**src/design/slri_pkg.sv**
```systemverilog
package slri_pkg;

    // Operation codes carried in the input tuser field.
    typedef enum logic [1:0] {
        KIND_INSERT = 2'd0,
        KIND_REMOVE = 2'd1,
        KIND_READ   = 2'd2
    } t_kind;

    // Result status codes.
    typedef enum logic [1:0] {
        STATUS_OK    = 2'd0,
        STATUS_FULL  = 2'd1,
        STATUS_RANGE = 2'd2
    } t_status;

    // Fixed field widths of the stream words.
    localparam int IN_KEY_W   = 32;
    localparam int POS_W      = 4;
    localparam int TOTAL_W    = 5;
    localparam int STATUS_W   = 2;
    localparam int IN_DATA_W  = 40;
    localparam int OUT_DATA_W = 40;

    // Operation broadcast to every cell of the row.
    typedef struct packed {
        logic insert;
        logic remove;
    } t_cell_ctl;

endpackage

```
**src/design/slri_cell.sv**
```systemverilog
module slri_cell import slri_pkg::*; #(
    parameter int KEY_WIDTH = 32,
    parameter int CNT_W     = 5,
    parameter int INDEX     = 0
) (
    input  logic                        i_clk,
    input  t_cell_ctl                   i_ctl,
    input  logic [CNT_W-1:0]            i_count,
    input  logic [POS_W-1:0]            i_pos,
    input  logic signed [KEY_WIDTH-1:0] i_new_key,
    input  logic signed [KEY_WIDTH-1:0] i_left_key,
    input  logic                        i_left_sel,
    input  logic signed [KEY_WIDTH-1:0] i_right_key,
    output logic signed [KEY_WIDTH-1:0] o_key,
    output logic                        o_sel
);

    logic signed [KEY_WIDTH-1:0] r_key;
    logic signed [KEY_WIDTH-1:0] n_key;
    logic                        w_empty;
    logic                        w_at_or_above;

    // An empty slot counts as larger than any key, so the insert point is
    // the first cell whose key is strictly greater than the new one.
    assign w_empty       = (INDEX >= int'(i_count));
    assign o_sel         = w_empty || (r_key > i_new_key);
    assign w_at_or_above = (INDEX >= int'(i_pos));
    assign o_key         = r_key;

    // Insert shifts up from the left neighbor; remove shifts down from the right.
    always_comb begin
        n_key = r_key;
        if (i_ctl.insert && o_sel) begin
            n_key = i_left_sel ? i_left_key : i_new_key;
        end else if (i_ctl.remove && w_at_or_above) begin
            n_key = i_right_key;
        end
    end

    always_ff @(posedge i_clk) begin
        r_key <= n_key;
    end

endmodule

```
**src/design/sorted_list_insert_remove_unit.sv**
```systemverilog
// Sorted key list. Keys are held in ascending order in a row of cells,
// one key per cell, and each cell exchanges its key with its neighbors.
// Input channel (i_s_*): one word per operation. tuser carries the kind
// (insert, remove at position, read at position); tdata carries the key
// to insert and the position.
// Output channel (o_m_*): one word per operation with the key read, the
// number of keys held after the operation, and a status code (ok, store
// full on insert, position out of range on remove or read).
// The result word appears on the output register in the cycle after input
// acceptance. One operation is accepted every cycle while the receiver
// takes results: the whole row of cells compares against the new key and
// shifts in the same cycle, and the single output register holds the result.
// While the receiver stalls, the result stays on the output register and
// o_s_tready drops, so no word is lost. A new word is taken in the cycle
// the held result is taken.
// Reset clears the key count and the output valid; cell contents are not
// cleared, since only cells below the count are ever read.
module sorted_list_insert_remove_unit import slri_pkg::*; #(
    parameter int CAPACITY  = 16,
    parameter int KEY_WIDTH = 32
) (
    input  logic                  i_clk,
    input  logic                  i_rst_n,
    input  logic                  i_s_tvalid,
    output logic                  o_s_tready,
    // [31:0] key_value, [35:32] position, [39:36] zero
    input  logic [IN_DATA_W-1:0]  i_s_tdata,
    // [1:0] kind
    input  logic [1:0]            i_s_tuser,
    output logic                  o_m_tvalid,
    input  logic                  i_m_tready,
    // [31:0] read_key, [36:32] entry_total, [38:37] status, [39] zero
    output logic [OUT_DATA_W-1:0] o_m_tdata
);

    localparam int CNT_W = $clog2(CAPACITY + 1);

    logic                        w_accept;
    t_kind                       w_kind;
    logic signed [IN_KEY_W-1:0]  w_in_key;
    logic [POS_W-1:0]            w_pos;
    logic [KEY_WIDTH+IN_KEY_W-1:0] w_key_ext;
    logic signed [KEY_WIDTH-1:0] w_new_key;
    logic                        w_full;
    logic                        w_pos_ok;
    t_cell_ctl                   w_ctl;
    logic signed [KEY_WIDTH-1:0] w_key [CAPACITY];
    logic                        w_sel [CAPACITY];
    logic signed [KEY_WIDTH-1:0] w_read_sel;
    logic [KEY_WIDTH+IN_KEY_W-1:0] w_read_ext;
    logic [CNT_W+TOTAL_W-1:0]    w_total_ext;

    logic [CNT_W-1:0]            r_count;
    logic [CNT_W-1:0]            n_count;
    logic                        r_out_valid;
    logic signed [IN_KEY_W-1:0]  r_read_key;
    logic signed [IN_KEY_W-1:0]  n_read_key;
    logic [TOTAL_W-1:0]          r_total;
    t_status                     r_status;
    t_status                     n_status;

    // Input word unpacking.
    assign w_accept  = i_s_tvalid && o_s_tready;
    assign w_kind    = t_kind'(i_s_tuser);
    assign w_in_key  = i_s_tdata[IN_KEY_W-1:0];
    assign w_pos     = i_s_tdata[IN_KEY_W+POS_W-1:IN_KEY_W];
    assign w_key_ext = {{KEY_WIDTH{w_in_key[IN_KEY_W-1]}}, w_in_key};
    assign w_new_key = w_key_ext[KEY_WIDTH-1:0];

    assign w_full   = (r_count == CNT_W'(CAPACITY));
    assign w_pos_ok = (int'(w_pos) < int'(r_count));

    // Operation decode and result formation.
    always_comb begin
        w_ctl      = '0;
        n_count    = r_count;
        n_status   = STATUS_OK;
        n_read_key = '0;
        case (w_kind)
            KIND_INSERT: begin
                if (w_full) begin
                    n_status = STATUS_FULL;
                end else begin
                    w_ctl.insert = w_accept;
                    n_count      = r_count + 1'b1;
                end
            end
            KIND_REMOVE: begin
                if (!w_pos_ok) begin
                    n_status = STATUS_RANGE;
                end else begin
                    w_ctl.remove = w_accept;
                    n_count      = r_count - 1'b1;
                end
            end
            KIND_READ: begin
                if (!w_pos_ok) begin
                    n_status = STATUS_RANGE;
                end else begin
                    n_read_key = w_read_ext[IN_KEY_W-1:0];
                end
            end
            default: begin
                n_status = STATUS_OK;
            end
        endcase
    end

    // Row of key cells.
    for (genvar g = 0; g < CAPACITY; g++) begin : g_cell
        logic signed [KEY_WIDTH-1:0] w_left_key;
        logic                        w_left_sel;
        logic signed [KEY_WIDTH-1:0] w_right_key;

        if (g == 0) begin : g_first
            assign w_left_key = w_new_key;
            assign w_left_sel = 1'b0;
        end else begin : g_inner
            assign w_left_key = w_key[g-1];
            assign w_left_sel = w_sel[g-1];
        end

        if (g == CAPACITY - 1) begin : g_last
            assign w_right_key = w_key[g];
        end else begin : g_body
            assign w_right_key = w_key[g+1];
        end

        slri_cell #(
            .KEY_WIDTH (KEY_WIDTH),
            .CNT_W     (CNT_W),
            .INDEX     (g)
        ) u_cell (
            .i_clk       (i_clk),
            .i_ctl       (w_ctl),
            .i_count     (r_count),
            .i_pos       (w_pos),
            .i_new_key   (w_new_key),
            .i_left_key  (w_left_key),
            .i_left_sel  (w_left_sel),
            .i_right_key (w_right_key),
            .o_key       (w_key[g]),
            .o_sel       (w_sel[g])
        );
    end

    // Read select across the row.
    always_comb begin
        w_read_sel = '0;
        for (int i = 0; i < CAPACITY; i++) begin
            if (i == int'(w_pos)) begin
                w_read_sel = w_key[i];
            end
        end
    end

    assign w_read_ext  = {{IN_KEY_W{w_read_sel[KEY_WIDTH-1]}}, w_read_sel};
    assign w_total_ext = {{TOTAL_W{1'b0}}, n_count};

    // Flow control: take a word when the output register is free or emptying.
    assign o_s_tready = !r_out_valid || i_m_tready;

    // Control state.
    always_ff @(posedge i_clk) begin
        if (!i_rst_n) begin
            r_count     <= '0;
            r_out_valid <= 1'b0;
        end else begin
            if (w_accept) begin
                r_count <= n_count;
            end
            if (o_s_tready) begin
                r_out_valid <= i_s_tvalid;
            end
        end
    end

    // Result register.
    always_ff @(posedge i_clk) begin
        if (w_accept) begin
            r_read_key <= n_read_key;
            r_total    <= w_total_ext[TOTAL_W-1:0];
            r_status   <= n_status;
        end
    end

    assign o_m_tvalid = r_out_valid;
    assign o_m_tdata  = {1'b0, r_status, r_total, r_read_key};

endmodule

```
**config.mk**
```make
export PLATFORM = sky130hd
export DESIGN_NAME = sorted_list_insert_remove_unit
export DESIGN_NICKNAME = d
export VERILOG_FILES = /design/src/design/slri_pkg.sv /design/src/design/slri_cell.sv /design/src/design/sorted_list_insert_remove_unit.sv
export SDC_FILE = /design/constraint.sdc
export NUM_CORES = 2
export LEC_CHECK = 0
export ABC_AREA = 1
export BUFFER_PORTS_ARGS = -buffer_cell sky130_fd_sc_hd__buf_4
export CAP_MARGIN = 5
export CORE_UTILIZATION = 50
export CTS_CLUSTER_DIAMETER = 50
export DETAILED_ROUTE_END_ITERATION = 10
export PLACE_DENSITY = 0.66
export REMOVE_ABC_BUFFERS = 1
export SETUP_SLACK_MARGIN = 0.2
export SYNTH_ARGS = -nofsm -noshare
export SYNTH_HDL_FRONTEND = slang
export SYNTH_SLANG_ARGS = --single-unit
```
**constraint.sdc**
```tcl
create_clock -name i_clk -period 6.2 [get_ports i_clk]
set_input_delay 0.93 -clock i_clk [delete_from_list [all_inputs] [get_ports i_clk]]
set_output_delay 0.93 -clock i_clk [all_outputs]
set_load 0.02 [all_outputs]
```
==> impl_metrics.yaml <==
run_status:
  status: "finished, final reports clean"
detailed_routing:
  drcViolationCount: 0
  vias: 46300
  firstDrtPassIters: 6
  wl_per_cell_um: 20.7
  viasPerCell: 5.83
  drtIter0Drc: 4994
  ant_nets: 0
  wl_um: 164000
layout:
  insertedDiodeCount: 0
  area_growth_pct: 11.5
  fin_nets: 7176
  fin_util_pct: 56.5
  drive_above_1_share_pct: 8.19
sta:
  rsz0062_at_grt: "false"
  setup_viol: 0
  maxSlewHeadroom_pct: 17.6
  tightest_slew_ps: 1230
  hold_ws_ps: 528
  period_share_pct: 75.8
  finalClockSkew_ps: 35.5
  drv_slew: 0
  timing.fmax_mhz: 213
  finalSetupTns_ps: 0
  fin_crit_ps: 4700
  finalHoldViolations: 0
global_routing:
  grt_pass1_wl_um: 256000
  grt_pass1_vias: 44300
  grt_use_total_pct: 34.8
  grt_use_met2_pct: 54.5
  grt_max_degree: 65
  met3_usage_pct: 4.21
  antenna_found_initial: 0
  use_met1_pct: 49.1
  grt.busiest_layer: "met2"
  grt_overflow_total: 0
setup_path:
  critPathBufInv: 4
  crit_family: "buffers and inverters"
  cpMostUsedCell: "nand2_1"
  critical_path.max_fanout: 33
  slowest_delay_ps: 710
  critPathLaunchType: "primary input"
  cp-end-kind: "flop"
  cp_cell_sequence: "buf_4 > inv_1 > ha_1 > a21oi_1 > o21ai_0 > a21oi_1 > nand2_1 > nand2_1 > nand2_1 > nand2_1 > nand3_2 > a21oi_4 > inv_2 > o21ai_4 > buf_4"
  slowest_stage: "inv_1"
  cp_data_required_time_ps: 6500
  arrival_ps: 5000
  criticalPathCategory: "in2reg"
die:
  fp.dieArea_um2: 94600
  initial_core_util_pct: 50.7
  io_pins: 88
  core_um2: 92100
  die_height_um: 307
  num_rows: 111
  die_x_um: 307
clock_tree:
  numCtsBuffers: 98
  postCtsSetupBuffers: 0
  cts_tree: "yes"
  clk_latency_ps: 690
  root_buffer: "clkbuf_16"
  clock_sinks: 557
  hold_buffers: 0
  cts_resized: 0
  cts_buffer_depth: 3
  clkTransAtPathRegs_ps: 60
  cts.htree.levels: 3
yosys:
  synth_common_cells: "nand2_1 (3128), nand3_1 (651), edfxtp_1 (551)"
  synth_ff_type: "edfxtp_1"
  synth_area_leader_cell: "edfxtp_1"
  synth_edf_count: 551
  synth_area_per_cell_um2: 7.07
  synth_seq_cells: 557
  synth.distinct_cells: 48
  syn_inst: 6604
  synth-seq-area-share_pct: 35.7
  syn_area_um2: 46700
  yosysMostFrequentCell: "nand2_1"
  synthArstFlopShare_pct: 0
  synth_warnings: 0
  synthTopCellsByArea: "edfxtp_1 (35%), nand2_1 (25%), ha_1 (14%), nand3_1 (7.0%), a21oi_1 (3.7%)"
  synth_top_area_share_pct: 35.5
place:
  gp_congestion: 0.931
  port_buffers: 82
  hpwlAfterDp_um: 124000
power:
  power_density_nw_per_um2: 255
  p_sw_share_pct: 32.8
  p_seq_share_pct: 34.8
  p_int_w: 0.00893
  max-vdd-ir-drop_v: 0.000210
  p_sw_w: 0.00435
  power.total_w: 0.0133
  p_clk_share_pct: 44.2
  p_leak_nw: 25.5
  comb_power_share_pct: 21.0
flow_run:
  cap_violations: 0
hold_path:
  hold_path.class: "reg2reg"
placed cells by master, fill, tap and decap left out, types with 14 or more instances in the layout:
cell type   count
bufinv_16      17
buf_4         220
inv_2          21
o21ai_1        14
o21a_1         38
o21ai_0       126
or2_2          41
nand2_2        22
nor2_1        266
nor4_1         17
edfxtp_1      551
ha_1          524
o21ai_2        23
clkinvlp_4     15
clkinv_4       15
clkbuf_16     100
inv_1         327
nand2_1      3127
a21oi_1       339
nand4_1        91
nand3_1       651
routing by layer:
layer  vias to the layer above  part of all wire (%)
met5                         -                     0
met4                         0                   3.5
met3                       341                   9.7
met2                      2405                    44
met1                     21600                    43
li1                      21900                     -
final cells by class:
class / count / area (µm²)
clock buffer: 106 / 2540
clock inverter: 76 / 931
fill: 8857 / 40000
inverter: 350 / 1310
multi-input combinational: 5378 / 27400
sequential: 557 / 16700
tap: 1243 / 1560
timing repair buffer: 221 / 1670
logic make-up (layout without fill, tap and decap cells):
kind of cell               after synthesis  after routing  synth area share [%]
AOI/OAI and AO/OA                      576            576                  6.79
buffers and inverters                  669            753                  5.94
and+or+nand+nor                       4277           4277                  37.5
adders and majority gates              524            524                  14.1
DFF                                    557            557                  35.7
other                                    1              1               0.00804
sequential cells by signal, summed over array words and instances, names as in the netlist:
signal and count:
g_cell.u_cell.o_key 512, o_m_tvalid 1, r_count 5, r_read_key 32, r_status 2, r_total 5
power groups by stage:
stage	registers, W	clock network, W	logic, W
after floorplan	0.00465	0	0.00171
after global routing	0.00464	0.00605	0.00311
after CTS	0.00462	0.00590	0.00273
after global placement	0.00469	0	0.00264
after detailed placement	0.00469	0	0.00271
final	0.00462	0.00587	0.00279
worst reg2reg max path: stages (launching register included):
cell and delay [ps]:
dfxtp_1 730, nor2_2 210, inv_2 590, nor2_1 370
nand2_1 140, nand2_1 250, inv_2 690, nand2_1 630
buf_4 420, nand2_1 120, nand2_1 70, nand2_1 60
nand2_1 50
through the flow:
| stage | worst slack [ps] | instance area [µm²] | instances |
|---|---|---|---|
| 2_1_floorplan | 406 | 45200 | 6285 |
| 3_3_place_gp | 1010 | 48600 | 7749 |
| 3_5_place_dp | 999 | 48600 | 7749 |
| 4_1_cts | 1690 | 52000 | 7931 |
| 5_1_grt | 1360 | 52000 | 7931 |
| 6_report | 1500 | 52000 | 7931 |
final timing paths:
| kind | from | end | slack [ps] | cells after the start |
|---|---|---|---|---|
| max | i_s_tdata[15] | g_cell[1].u_cell.o_key[28] | 1500 | 15 |
| min | o_m_tvalid | o_m_tvalid | 530 | 2 |
| max reg2reg | r_count[4] | g_cell[2].u_cell.o_key[24] | 1630 | 12 |
| min reg2reg | o_m_tvalid | o_m_tvalid | 530 | 2 |
Power figures use the tool's default switching activity.
